### config.mk
export PLATFORM = sky130hd
export DESIGN_NAME = stereo_rms_level_smoother_top
export DESIGN_NICKNAME = d
export VERILOG_FILES = /design/src/srlsm_pkg.sv /design/src/srlsm_lane.sv /design/src/srlsm_divider.sv /design/src/srlsm_sqrt.sv /design/src/stereo_rms_level_smoother_top.sv
export SDC_FILE = /design/constraint.sdc
export NUM_CORES = 2
export LEC_CHECK = 0
export BUFFER_PORTS_ARGS = -buffer_cell sky130_fd_sc_hd__buf_2
export CAP_MARGIN = 20
export CORE_MARGIN = 1
export CORE_UTILIZATION = 57
export CTS_CLUSTER_DIAMETER = 40
export DETAILED_ROUTE_END_ITERATION = 6
export GPL_ROUTABILITY_DRIVEN = 0
export PLACE_DENSITY = 0.83
export SLEW_MARGIN = 5
export SYNTH_ARGS = -nofsm -noshare
export SYNTH_HDL_FRONTEND = slang
export SYNTH_SLANG_ARGS = --single-unit
### constraint.sdc
create_clock -name clk -period 7.81 [get_ports clk]
set_input_delay 0.3905 -clock clk [delete_from_list [all_inputs] [get_ports clk]]
set_output_delay 0.3905 -clock clk [all_outputs]
set_load 0.01 [all_outputs]
### src/srlsm_pkg.sv
`timescale 1ns / 1ps
`default_nettype none
// ----------------------------------------------------------------------------
// srlsm_pkg
// Shared widths and constants of the stereo rms level smoother.
// ----------------------------------------------------------------------------
package srlsm_pkg;

	localparam int SAMPLE_W   = 16;     // signed q1.15 sample
	localparam int SQ_W       = 29;     // square of a halved sample, at most 2^28
	localparam int MEAN_W     = 29;     // block mean square, at most 2^28
	localparam int RMS_W      = 15;     // block rms, at most 16384
	localparam int LEVEL_W    = 16;     // smoothed level register
	localparam int OUT_W      = 15;     // output field width
	localparam int COEF_W     = 16;     // q0.16 coefficients
	localparam int PROD_W     = 32;     // coefficient products
	localparam int SQRT_STEPS = 15;     // two radicand bits per step

	localparam int MAX_BLOCK_PAIRS_DEF = 1024;

	localparam logic [COEF_W-1:0] COEF_KEEP  = 16'd60948;   // 0.93
	localparam logic [COEF_W-1:0] COEF_NEW   = 16'd4588;    // 0.07
	localparam logic [PROD_W-1:0] ROUND_HALF = 32'd32768;

endpackage

`default_nettype wire

### src/srlsm_lane.sv
`timescale 1ns / 1ps
`default_nettype none
// ----------------------------------------------------------------------------
// srlsm_lane
// One channel lane: halves a q1.15 sample and registers its square.
// ----------------------------------------------------------------------------
module srlsm_lane
	import srlsm_pkg::*;
(
	input  wire logic                       clk,
	input  wire logic                       load,
	input  wire logic signed [SAMPLE_W-1:0] sample,
	output logic         [SQ_W-1:0]         square_s1
);

	logic signed [SAMPLE_W-2:0]   halved;
	logic signed [2*SAMPLE_W-3:0] prod;

	// arithmetic shift right by one, floor toward minus infinity
	assign halved = sample[SAMPLE_W-1:1];
	assign prod   = halved * halved;

	always_ff @(posedge clk) begin
		if (load) begin
			square_s1 <= prod[SQ_W-1:0];
		end
	end

endmodule

`default_nettype wire

### src/srlsm_divider.sv
`timescale 1ns / 1ps
`default_nettype none
// ----------------------------------------------------------------------------
// srlsm_divider
// Restoring divider, one quotient bit per cycle, for the block mean square.
// ----------------------------------------------------------------------------
module srlsm_divider
	import srlsm_pkg::*;
#(
	parameter int DIVIDEND_W = 40,
	parameter int DIVISOR_W  = 12
) (
	input  wire logic                  clk,
	input  wire logic                  arst_n,
	input  wire logic                  start,
	input  wire logic [DIVIDEND_W-1:0] dividend,
	input  wire logic [DIVISOR_W-1:0]  divisor,
	output logic                       done,
	output logic [MEAN_W-1:0]          quotient
);

	localparam int CNT_W = $clog2(DIVIDEND_W + 1);

	logic [DIVIDEND_W-1:0] quo_q;
	logic [DIVISOR_W-1:0]  rem_q;
	logic [DIVISOR_W-1:0]  dvr_q;
	logic [CNT_W-1:0]      cnt_q;
	logic                  busy_q;
	logic                  done_q;

	logic [DIVISOR_W:0]    rem_sh;
	logic [DIVISOR_W:0]    rem_sub;
	logic                  ge;

	assign rem_sh  = {rem_q, quo_q[DIVIDEND_W-1]};
	assign ge      = rem_sh >= {1'b0, dvr_q};
	assign rem_sub = rem_sh - {1'b0, dvr_q};

	always_ff @(posedge clk or negedge arst_n) begin
		if (!arst_n) begin
			busy_q <= 1'b0;
			done_q <= 1'b0;
			cnt_q  <= '0;
		end else begin
			done_q <= 1'b0;
			if (start) begin
				busy_q <= 1'b1;
				cnt_q  <= CNT_W'(DIVIDEND_W);
			end else if (busy_q) begin
				cnt_q <= cnt_q - CNT_W'(1);
				if (cnt_q == CNT_W'(1)) begin
					busy_q <= 1'b0;
					done_q <= 1'b1;
				end
			end
		end
	end

	always_ff @(posedge clk) begin
		if (start) begin
			quo_q <= dividend;
			rem_q <= '0;
			dvr_q <= divisor;
		end else if (busy_q) begin
			quo_q <= {quo_q[DIVIDEND_W-2:0], ge};
			rem_q <= ge ? rem_sub[DIVISOR_W-1:0] : rem_sh[DIVISOR_W-1:0];
		end
	end

	assign done     = done_q;
	assign quotient = quo_q[MEAN_W-1:0];

endmodule

`default_nettype wire

### src/srlsm_sqrt.sv
`timescale 1ns / 1ps
`default_nettype none
// ----------------------------------------------------------------------------
// srlsm_sqrt
// Digit-by-digit integer square root, two radicand bits per cycle.
// ----------------------------------------------------------------------------
module srlsm_sqrt
	import srlsm_pkg::*;
(
	input  wire logic              clk,
	input  wire logic              arst_n,
	input  wire logic              start,
	input  wire logic [MEAN_W-1:0] radicand,
	output logic                   done,
	output logic [RMS_W-1:0]       root
);

	localparam int VAL_W = 2 * SQRT_STEPS;
	localparam int REM_W = RMS_W + 3;
	localparam int CNT_W = $clog2(SQRT_STEPS + 1);

	logic [VAL_W-1:0] val_q;
	logic [REM_W-1:0] rem_q;
	logic [RMS_W-1:0] root_q;
	logic [CNT_W-1:0] cnt_q;
	logic             busy_q;
	logic             done_q;

	logic [REM_W-1:0] rem_sh;
	logic [REM_W-1:0] trial;
	logic             ge;

	// remainder never exceeds twice the partial root, so its top bits are zero
	assign rem_sh = {rem_q[REM_W-3:0], val_q[VAL_W-1:VAL_W-2]};
	assign trial  = {1'b0, root_q, 2'b01};
	assign ge     = rem_sh >= trial;

	always_ff @(posedge clk or negedge arst_n) begin
		if (!arst_n) begin
			busy_q <= 1'b0;
			done_q <= 1'b0;
			cnt_q  <= '0;
		end else begin
			done_q <= 1'b0;
			if (start) begin
				busy_q <= 1'b1;
				cnt_q  <= CNT_W'(SQRT_STEPS);
			end else if (busy_q) begin
				cnt_q <= cnt_q - CNT_W'(1);
				if (cnt_q == CNT_W'(1)) begin
					busy_q <= 1'b0;
					done_q <= 1'b1;
				end
			end
		end
	end

	always_ff @(posedge clk) begin
		if (start) begin
			val_q  <= VAL_W'(radicand);
			rem_q  <= '0;
			root_q <= '0;
		end else if (busy_q) begin
			val_q  <= {val_q[VAL_W-3:0], 2'b00};
			rem_q  <= ge ? (rem_sh - trial) : rem_sh;
			root_q <= {root_q[RMS_W-2:0], ge};
		end
	end

	assign done = done_q;
	assign root = root_q;

endmodule

`default_nettype wire

### src/stereo_rms_level_smoother_top.sv
`timescale 1ns / 1ps
`default_nettype none
// ----------------------------------------------------------------------------
// stereo_rms_level_smoother_top
// Block rms of stereo q1.15 pairs with an exponentially smoothed level.
// ----------------------------------------------------------------------------
// A pair that does not close a block is taken in ST_IDLE, where the two
// channel lanes square both halved samples, and its squares are merged into
// the running sum in ST_ACCUM. A closing pair (tlast, or the
// MAX_BLOCK_PAIRS-th pair) goes on after take and merge through the serial
// divider, one quotient bit per sum bit, and the square root, with a handover
// after each of the two, then the multiplies in ST_MUL_KEEP and ST_MUL_NEW,
// the level update and the load of the output register; s_axis_tready is low.
// One result leaves per closed block; it waits in the output register while
// the next pairs are taken, and a further closing pair stalls only once the
// new result is ready and the previous one has not yet been taken.
// ----------------------------------------------------------------------------
module stereo_rms_level_smoother_top
	import srlsm_pkg::*;
#(
	parameter int MAX_BLOCK_PAIRS = MAX_BLOCK_PAIRS_DEF
) (
	input  wire logic        clk,
	input  wire logic        arst_n,
	input  wire logic        s_axis_tvalid,
	output logic             s_axis_tready,
	input  wire logic [31:0] s_axis_tdata,   // left_sample [15:0], right_sample [31:16]
	input  wire logic        s_axis_tlast,   // last_in_block
	output logic             m_axis_tvalid,
	input  wire logic        m_axis_tready,
	output logic [31:0]      m_axis_tdata    // block_rms [14:0], smoothed_level [29:15], zero
);

	localparam int CNT_W = $clog2(MAX_BLOCK_PAIRS + 1);
	localparam int SUM_W = CNT_W + SQ_W;

	typedef enum logic [2:0] {
		ST_IDLE,
		ST_ACCUM,
		ST_DIVIDE,
		ST_ROOT,
		ST_MUL_KEEP,
		ST_MUL_NEW,
		ST_UPDATE,
		ST_EMIT
	} state_t;

	state_t               state_q;
	logic [SUM_W-1:0]     sum_q;
	logic [CNT_W-1:0]     count_q;
	logic                 last_s1;
	logic [LEVEL_W-1:0]   level_q;
	logic [RMS_W-1:0]     rms_q;
	logic [PROD_W-1:0]    prod_keep_q;
	logic [PROD_W-1:0]    prod_new_q;
	logic                 out_valid_q;
	logic [31:0]          out_data_q;

	logic                 accept;
	logic [SQ_W-1:0]      square_l_s1;
	logic [SQ_W-1:0]      square_r_s1;
	logic [SUM_W-1:0]     sum_next;
	logic [CNT_W-1:0]     count_next;
	logic                 close;
	logic                 div_start;
	logic                 div_done;
	logic [MEAN_W-1:0]    mean;
	logic                 root_done;
	logic [RMS_W-1:0]     root;
	logic [PROD_W:0]      level_sum;
	logic                 emit;

	assign s_axis_tready = (state_q == ST_IDLE);
	assign accept        = s_axis_tvalid && s_axis_tready;

	srlsm_lane u_lane_left (
		.clk       (clk),
		.load      (accept),
		.sample    (s_axis_tdata[SAMPLE_W-1:0]),
		.square_s1 (square_l_s1)
	);

	srlsm_lane u_lane_right (
		.clk       (clk),
		.load      (accept),
		.sample    (s_axis_tdata[2*SAMPLE_W-1:SAMPLE_W]),
		.square_s1 (square_r_s1)
	);

	// merge of both lanes into the running block sum
	assign sum_next   = sum_q + SUM_W'(square_l_s1) + SUM_W'(square_r_s1);
	assign count_next = count_q + CNT_W'(1);
	assign close      = last_s1 || (count_next == CNT_W'(MAX_BLOCK_PAIRS));
	assign div_start  = (state_q == ST_ACCUM) && close;

	srlsm_divider #(
		.DIVIDEND_W (SUM_W),
		.DIVISOR_W  (CNT_W + 1)
	) u_divider (
		.clk      (clk),
		.arst_n   (arst_n),
		.start    (div_start),
		.dividend (sum_next),
		.divisor  ({count_next, 1'b0}),
		.done     (div_done),
		.quotient (mean)
	);

	srlsm_sqrt u_sqrt (
		.clk      (clk),
		.arst_n   (arst_n),
		.start    (div_done),
		.radicand (mean),
		.done     (root_done),
		.root     (root)
	);

	assign level_sum = (PROD_W+1)'(prod_keep_q) + (PROD_W+1)'(prod_new_q)
		+ (PROD_W+1)'(ROUND_HALF);

	// output register free, or emptied at this very edge
	assign emit = (state_q == ST_EMIT) && (!out_valid_q || m_axis_tready);

	always_ff @(posedge clk or negedge arst_n) begin
		if (!arst_n) begin
			state_q     <= ST_IDLE;
			sum_q       <= '0;
			count_q     <= '0;
			level_q     <= '0;
			out_valid_q <= 1'b0;
		end else begin
			if (emit) begin
				out_valid_q <= 1'b1;
			end else if (out_valid_q && m_axis_tready) begin
				out_valid_q <= 1'b0;
			end
			unique case (state_q)
				ST_IDLE: begin
					if (accept) begin
						state_q <= ST_ACCUM;
					end
				end
				ST_ACCUM: begin
					if (close) begin
						sum_q   <= '0;
						count_q <= '0;
						state_q <= ST_DIVIDE;
					end else begin
						sum_q   <= sum_next;
						count_q <= count_next;
						state_q <= ST_IDLE;
					end
				end
				ST_DIVIDE: begin
					if (div_done) begin
						state_q <= ST_ROOT;
					end
				end
				ST_ROOT: begin
					if (root_done) begin
						state_q <= ST_MUL_KEEP;
					end
				end
				ST_MUL_KEEP: begin
					state_q <= ST_MUL_NEW;
				end
				ST_MUL_NEW: begin
					state_q <= ST_UPDATE;
				end
				ST_UPDATE: begin
					level_q <= level_sum[LEVEL_W+15:16];
					state_q <= ST_EMIT;
				end
				ST_EMIT: begin
					if (emit) begin
						state_q <= ST_IDLE;
					end
				end
				default: begin
					state_q <= ST_IDLE;
				end
			endcase
		end
	end

	always_ff @(posedge clk) begin
		if (accept) begin
			last_s1 <= s_axis_tlast;
		end
		if (root_done) begin
			rms_q <= root;
		end
		if (state_q == ST_MUL_KEEP) begin
			prod_keep_q <= {16'd0, COEF_KEEP} * {16'd0, level_q};
		end
		if (state_q == ST_MUL_NEW) begin
			prod_new_q <= {16'd0, COEF_NEW} * {17'd0, rms_q};
		end
		if (emit) begin
			out_data_q <= {2'b00, level_q[OUT_W-1:0], rms_q[OUT_W-1:0]};
		end
	end

	assign m_axis_tvalid = out_valid_q;
	assign m_axis_tdata  = out_data_q;

	a_count_bound: assert property (@(posedge clk) disable iff (!arst_n)
		count_q < CNT_W'(MAX_BLOCK_PAIRS))
		else $error("pair count reached the block bound without closing");

	a_empty_sum: assert property (@(posedge clk) disable iff (!arst_n)
		count_q == '0 |-> sum_q == '0)
		else $error("square sum not cleared at block start");

	a_div_done_state: assert property (@(posedge clk) disable iff (!arst_n)
		div_done |-> state_q == ST_DIVIDE)
		else $error("divider finished outside the divide state");

	a_result_source: assert property (@(posedge clk) disable iff (!arst_n)
		$rose(out_valid_q) |-> $past(state_q) == ST_EMIT)
		else $error("result raised without a block close");

endmodule

`default_nettype wire
==> flow_metrics.env <==
export IMPL_antenna_found_initial=1
export IMPL_status="completed"
export IMPL_clockBufferDepth=3
export IMPL_antenna_cells=0
export IMPL_slew_headroom_pct=29.0
export IMPL_drt_iter0_markers=1646
export IMPL_slew_violations=0
export IMPL_clock_latency_ns=0.62
export IMPL_synth_area_leaders="fa_1 27%, edfxtp_1 18%, ha_1 15%, inv_1 7.9%, dfrtp_1 5.3%"
export IMPL_crit_top_cell="fa_1"
export IMPL_cts_buffers=55
export IMPL_synth_edf_count=238
export IMPL_fmax_mhz=156
export IMPL_grt_pass1_wl_um=138000
export IMPL_cts_root_buf="clkbuf_16"
export IMPL_cp_required_ns=8.16
export IMPL_num_rows=96
export IMPL_track_usage_pct=23.9
export IMPL_critPathTopFamily="adder cells"
export IMPL_grt_ovfl_total=0
export IMPL_whs_ns=0.162
export IMPL_finalInstanceArea_sq_um=43300
export IMPL_clock_skew_ns=0.0348
export IMPL_post_synth_top_count_cell="inv_1"
export IMPL_dieArea_sq_um=71300
export IMPL_post_cts_buffers=0
export IMPL_dr_pass1_iters=7
export IMPL_area_delta_synth_final_pct=8.12
export IMPL_postSynthCellCount=3919
export IMPL_io_pins=71
export IMPL_ys_warnings_count=0
export IMPL_cellPowerDensity_nw_per_um2=366
export IMPL_htreeDepth=2
export IMPL_max_stage_delay_ns=0.56
export IMPL_die_w_um=267
export IMPL_vias=27200
export IMPL_fin_crit_sh_pct=82.3
export IMPL_start_util_pct=58.0
export IMPL_vias_per_cell=5.50
export IMPL_cts_tree="built"
export IMPL_synth_top_area_cell="fa_1"
export IMPL_crit_fanout=9
export IMPL_min_period_ns=6.43
export IMPL_async_flop_share_pct=23.2
export IMPL_setup_tns_ns=0
export IMPL_finalHoldViolCount=0
export IMPL_first_global_vias=29100
export IMPL_drc=0
export IMPL_arrival_ns=6.77
export IMPL_place_area_sq_um=41300
export IMPL_cp_end_kind="register"
export IMPL_path_buf_inv=6
export IMPL_clk_pin_slew_ns=0.05
export IMPL_crit_slowest_cell="fa_1"
export IMPL_fp_dieH_um=267
export IMPL_layout_drive_gt1_share_pct=6.34
export IMPL_ys_ff_latch=367
export IMPL_syn_avg_cell_area_sq_um=10.2
export IMPL_io_buffers=66
export IMPL_synth_common_cells="847 x inv_1, 542 x fa_1, 465 x ha_1"
export IMPL_cts_sinks=367
export IMPL_p_leak_nw=21.3
export IMPL_hold_class="in -> reg"
export IMPL_setup_viol=0
export IMPL_synth_main_ff_cell="edfxtp_1"
export IMPL_finalNetCount=5006
export IMPL_critPathKind="in -> reg"
export IMPL_ir_drop_v=0.000581
export IMPL_core_area_sq_um=69100
export IMPL_drv_cap=0
export IMPL_finalPower_w=0.0158
export IMPL_netlist_area_sq_um=40100
export IMPL_ant_nets=0
export IMPL_grt_max_degree=83
export IMPL_tightest_slew_ns=1.07
export IMPL_startpoint_type="input port"
export IMPL_wl_um=80300
export IMPL_rsz0062_at_grt="no"
export IMPL_wl_per_cell_um=16.3
export IMPL_dpl_hpwl_um=62700
export IMPL_synth_seq_area_share_pct=25.4
export IMPL_cp_cell_sequence="buf_2 -> clkinv_1 -> nor2_1 -> inv_1 -> fa_1 -> fa_1 -> inv_1 -> fa_1 -> inv_1 -> fa_1 -> fa_1 -> fa_1 -> inv_1 -> ha_1 -> nand3_1 -> and3_1 -> a211oi_1 -> nor2_1 -> o21ai_0 -> a21oi_1 -> or2_2 -> a31oi_1 -> xor2_1"
export IMPL_synth_top_area_share_pct=27.1
export IMPL_synth_distinct_cells=89
## worst reg2reg max path, cell delays in order (launching register included)
cell      delay [ns]
dfrtp_1         0.64
fa_1            0.57
fa_1            0.52
inv_1           0.06
fa_1            0.54
fa_1            0.56
inv_1           0.06
fa_1            0.58
fa_1            0.45
ha_1            0.39
a21oi_1         0.15
nor2b_1         0.06
o21ai_0         0.14
nand2b_1        0.10
a31o_2          0.27
a221o_1         0.34
a211o_1         0.31
a21oi_1         0.17
xnor2_1         0.09
## final timing paths
| check | endpoint | depth (start not counted) | startpoint | slack (ns) |
|---|---|---|---|---|
| max | u_lane_right.square_s1[27] | 23 | s_axis_tdata[18] | 1.38 |
| min | m_axis_tvalid | 3 | m_axis_tready | 0.16 |
| max reg2reg | prod_keep_q[30] | 18 | level_q[2] | 1.57 |
| min reg2reg | rms_q[14] | 0 | u_sqrt.root[14] | 0.47 |
| max in group asynchronous | u_divider.done | 3 | arst_n | 6.39 |
| min in group asynchronous | level_q[3] | 2 | arst_n | 0.35 |
## sequential cells by signal, summed over array words and instances, names as in the netlist, 3 cells and up
signal and cells:
sum_q 40, u_divider.quo_q 40, m_axis_tdata 30, prod_keep_q 30, u_sqrt.val_q 30, u_lane_left.square_s1 28, u_lane_right.square_s1 28, prod_new_q 26
level_q 16, u_sqrt.rem_q 16, rms_q 15, u_sqrt.root 15, u_divider.rem_q 12, count_q 11, u_divider.dvr_q 11, u_divider.cnt_q 6
u_sqrt.cnt_q 4, state_q 3
## final cells by class
class / instances / area, sq um
multi-input cells: 2607 / 26400
inverters: 850 / 3190
well taps: 931 / 1160
clock inverters: 35 / 467
repair buffers: 81 / 483
fillers: 5208 / 25800
flip-flops and latches: 367 / 10200
clock buffers: 68 / 1500
## power breakdown
group	internal, W	switching (W)	total (W)
clock	0.00160	0.000991	0.00259
sequential	0.00266	0.000000840	0.00266
combinational	0.00462	0.00596	0.0106
## per-layer routing
| layer | GRT usage, % | up-vias | wire [um] |
|---|---|---|---|
| li1 | - | 12800 | - |
| met1 | 29.3 | 13500 | 32200 |
| met2 | 43.2 | 689 | 41800 |
| met3 | 2.91 | 182 | 3530 |
| met4 | 8.54 | 2 | 2730 |
| met5 | 0 | - | 11 |
## logic make-up (layout without fill, tap and decap cells)
group | after synthesis | in the layout | share of synthesized area, %
adders and majority gates | 1007 | 1007 | 41.6
and+or+nand+nor | 796 | 796 | 9.27
DFF | 367 | 367 | 25.4
AOI/OAI and AO/OA | 548 | 548 | 8.94
buffers and inverters | 948 | 1034 | 8.96
muxes | 57 | 57 | 1.52
xor gates and xnor gates | 195 | 195 | 4.33
other | 1 | 4 | 0.00936
## per-stage QoR
stage,instances,utilization (%),setup WS [ns]
2_1_floorplan,3922,-,1.55
4_1_cts,4937,62.6,1.39
3_5_place_dp,4832,59.8,0.771
5_1_grt,4939,62.7,0.958
3_3_place_gp,4832,59.8,0.998
6_report,4939,62.7,1.38
## cells in the final DEF (no fill, tap or decap), drive strengths merged, types with 28 or more instances in the layout
| master | instances |
|---|---|
| nor3 | 29 |
| fa | 542 |
| ha | 465 |
| dfxtp | 44 |
| dfrtp | 85 |
| mux2 | 30 |
| nand3 | 50 |
| xor2 | 50 |
| edfxtp | 238 |
| a21o | 61 |
| xnor2 | 145 |
| a21oi | 126 |
| and2 | 70 |
| buf | 79 |
| a211oi | 31 |
| o21ai | 139 |
| clkbuf | 68 |
| o21a | 28 |
| nor2 | 193 |
| inv | 867 |
| nand2 | 313 |
## what timing repair did
action	in CTS	in global routing
hold buffers	2	0
endpoints found under the hold margin	42	0
resized for setup	0	0
Note: power is estimated with default switching activity, not from simulation.
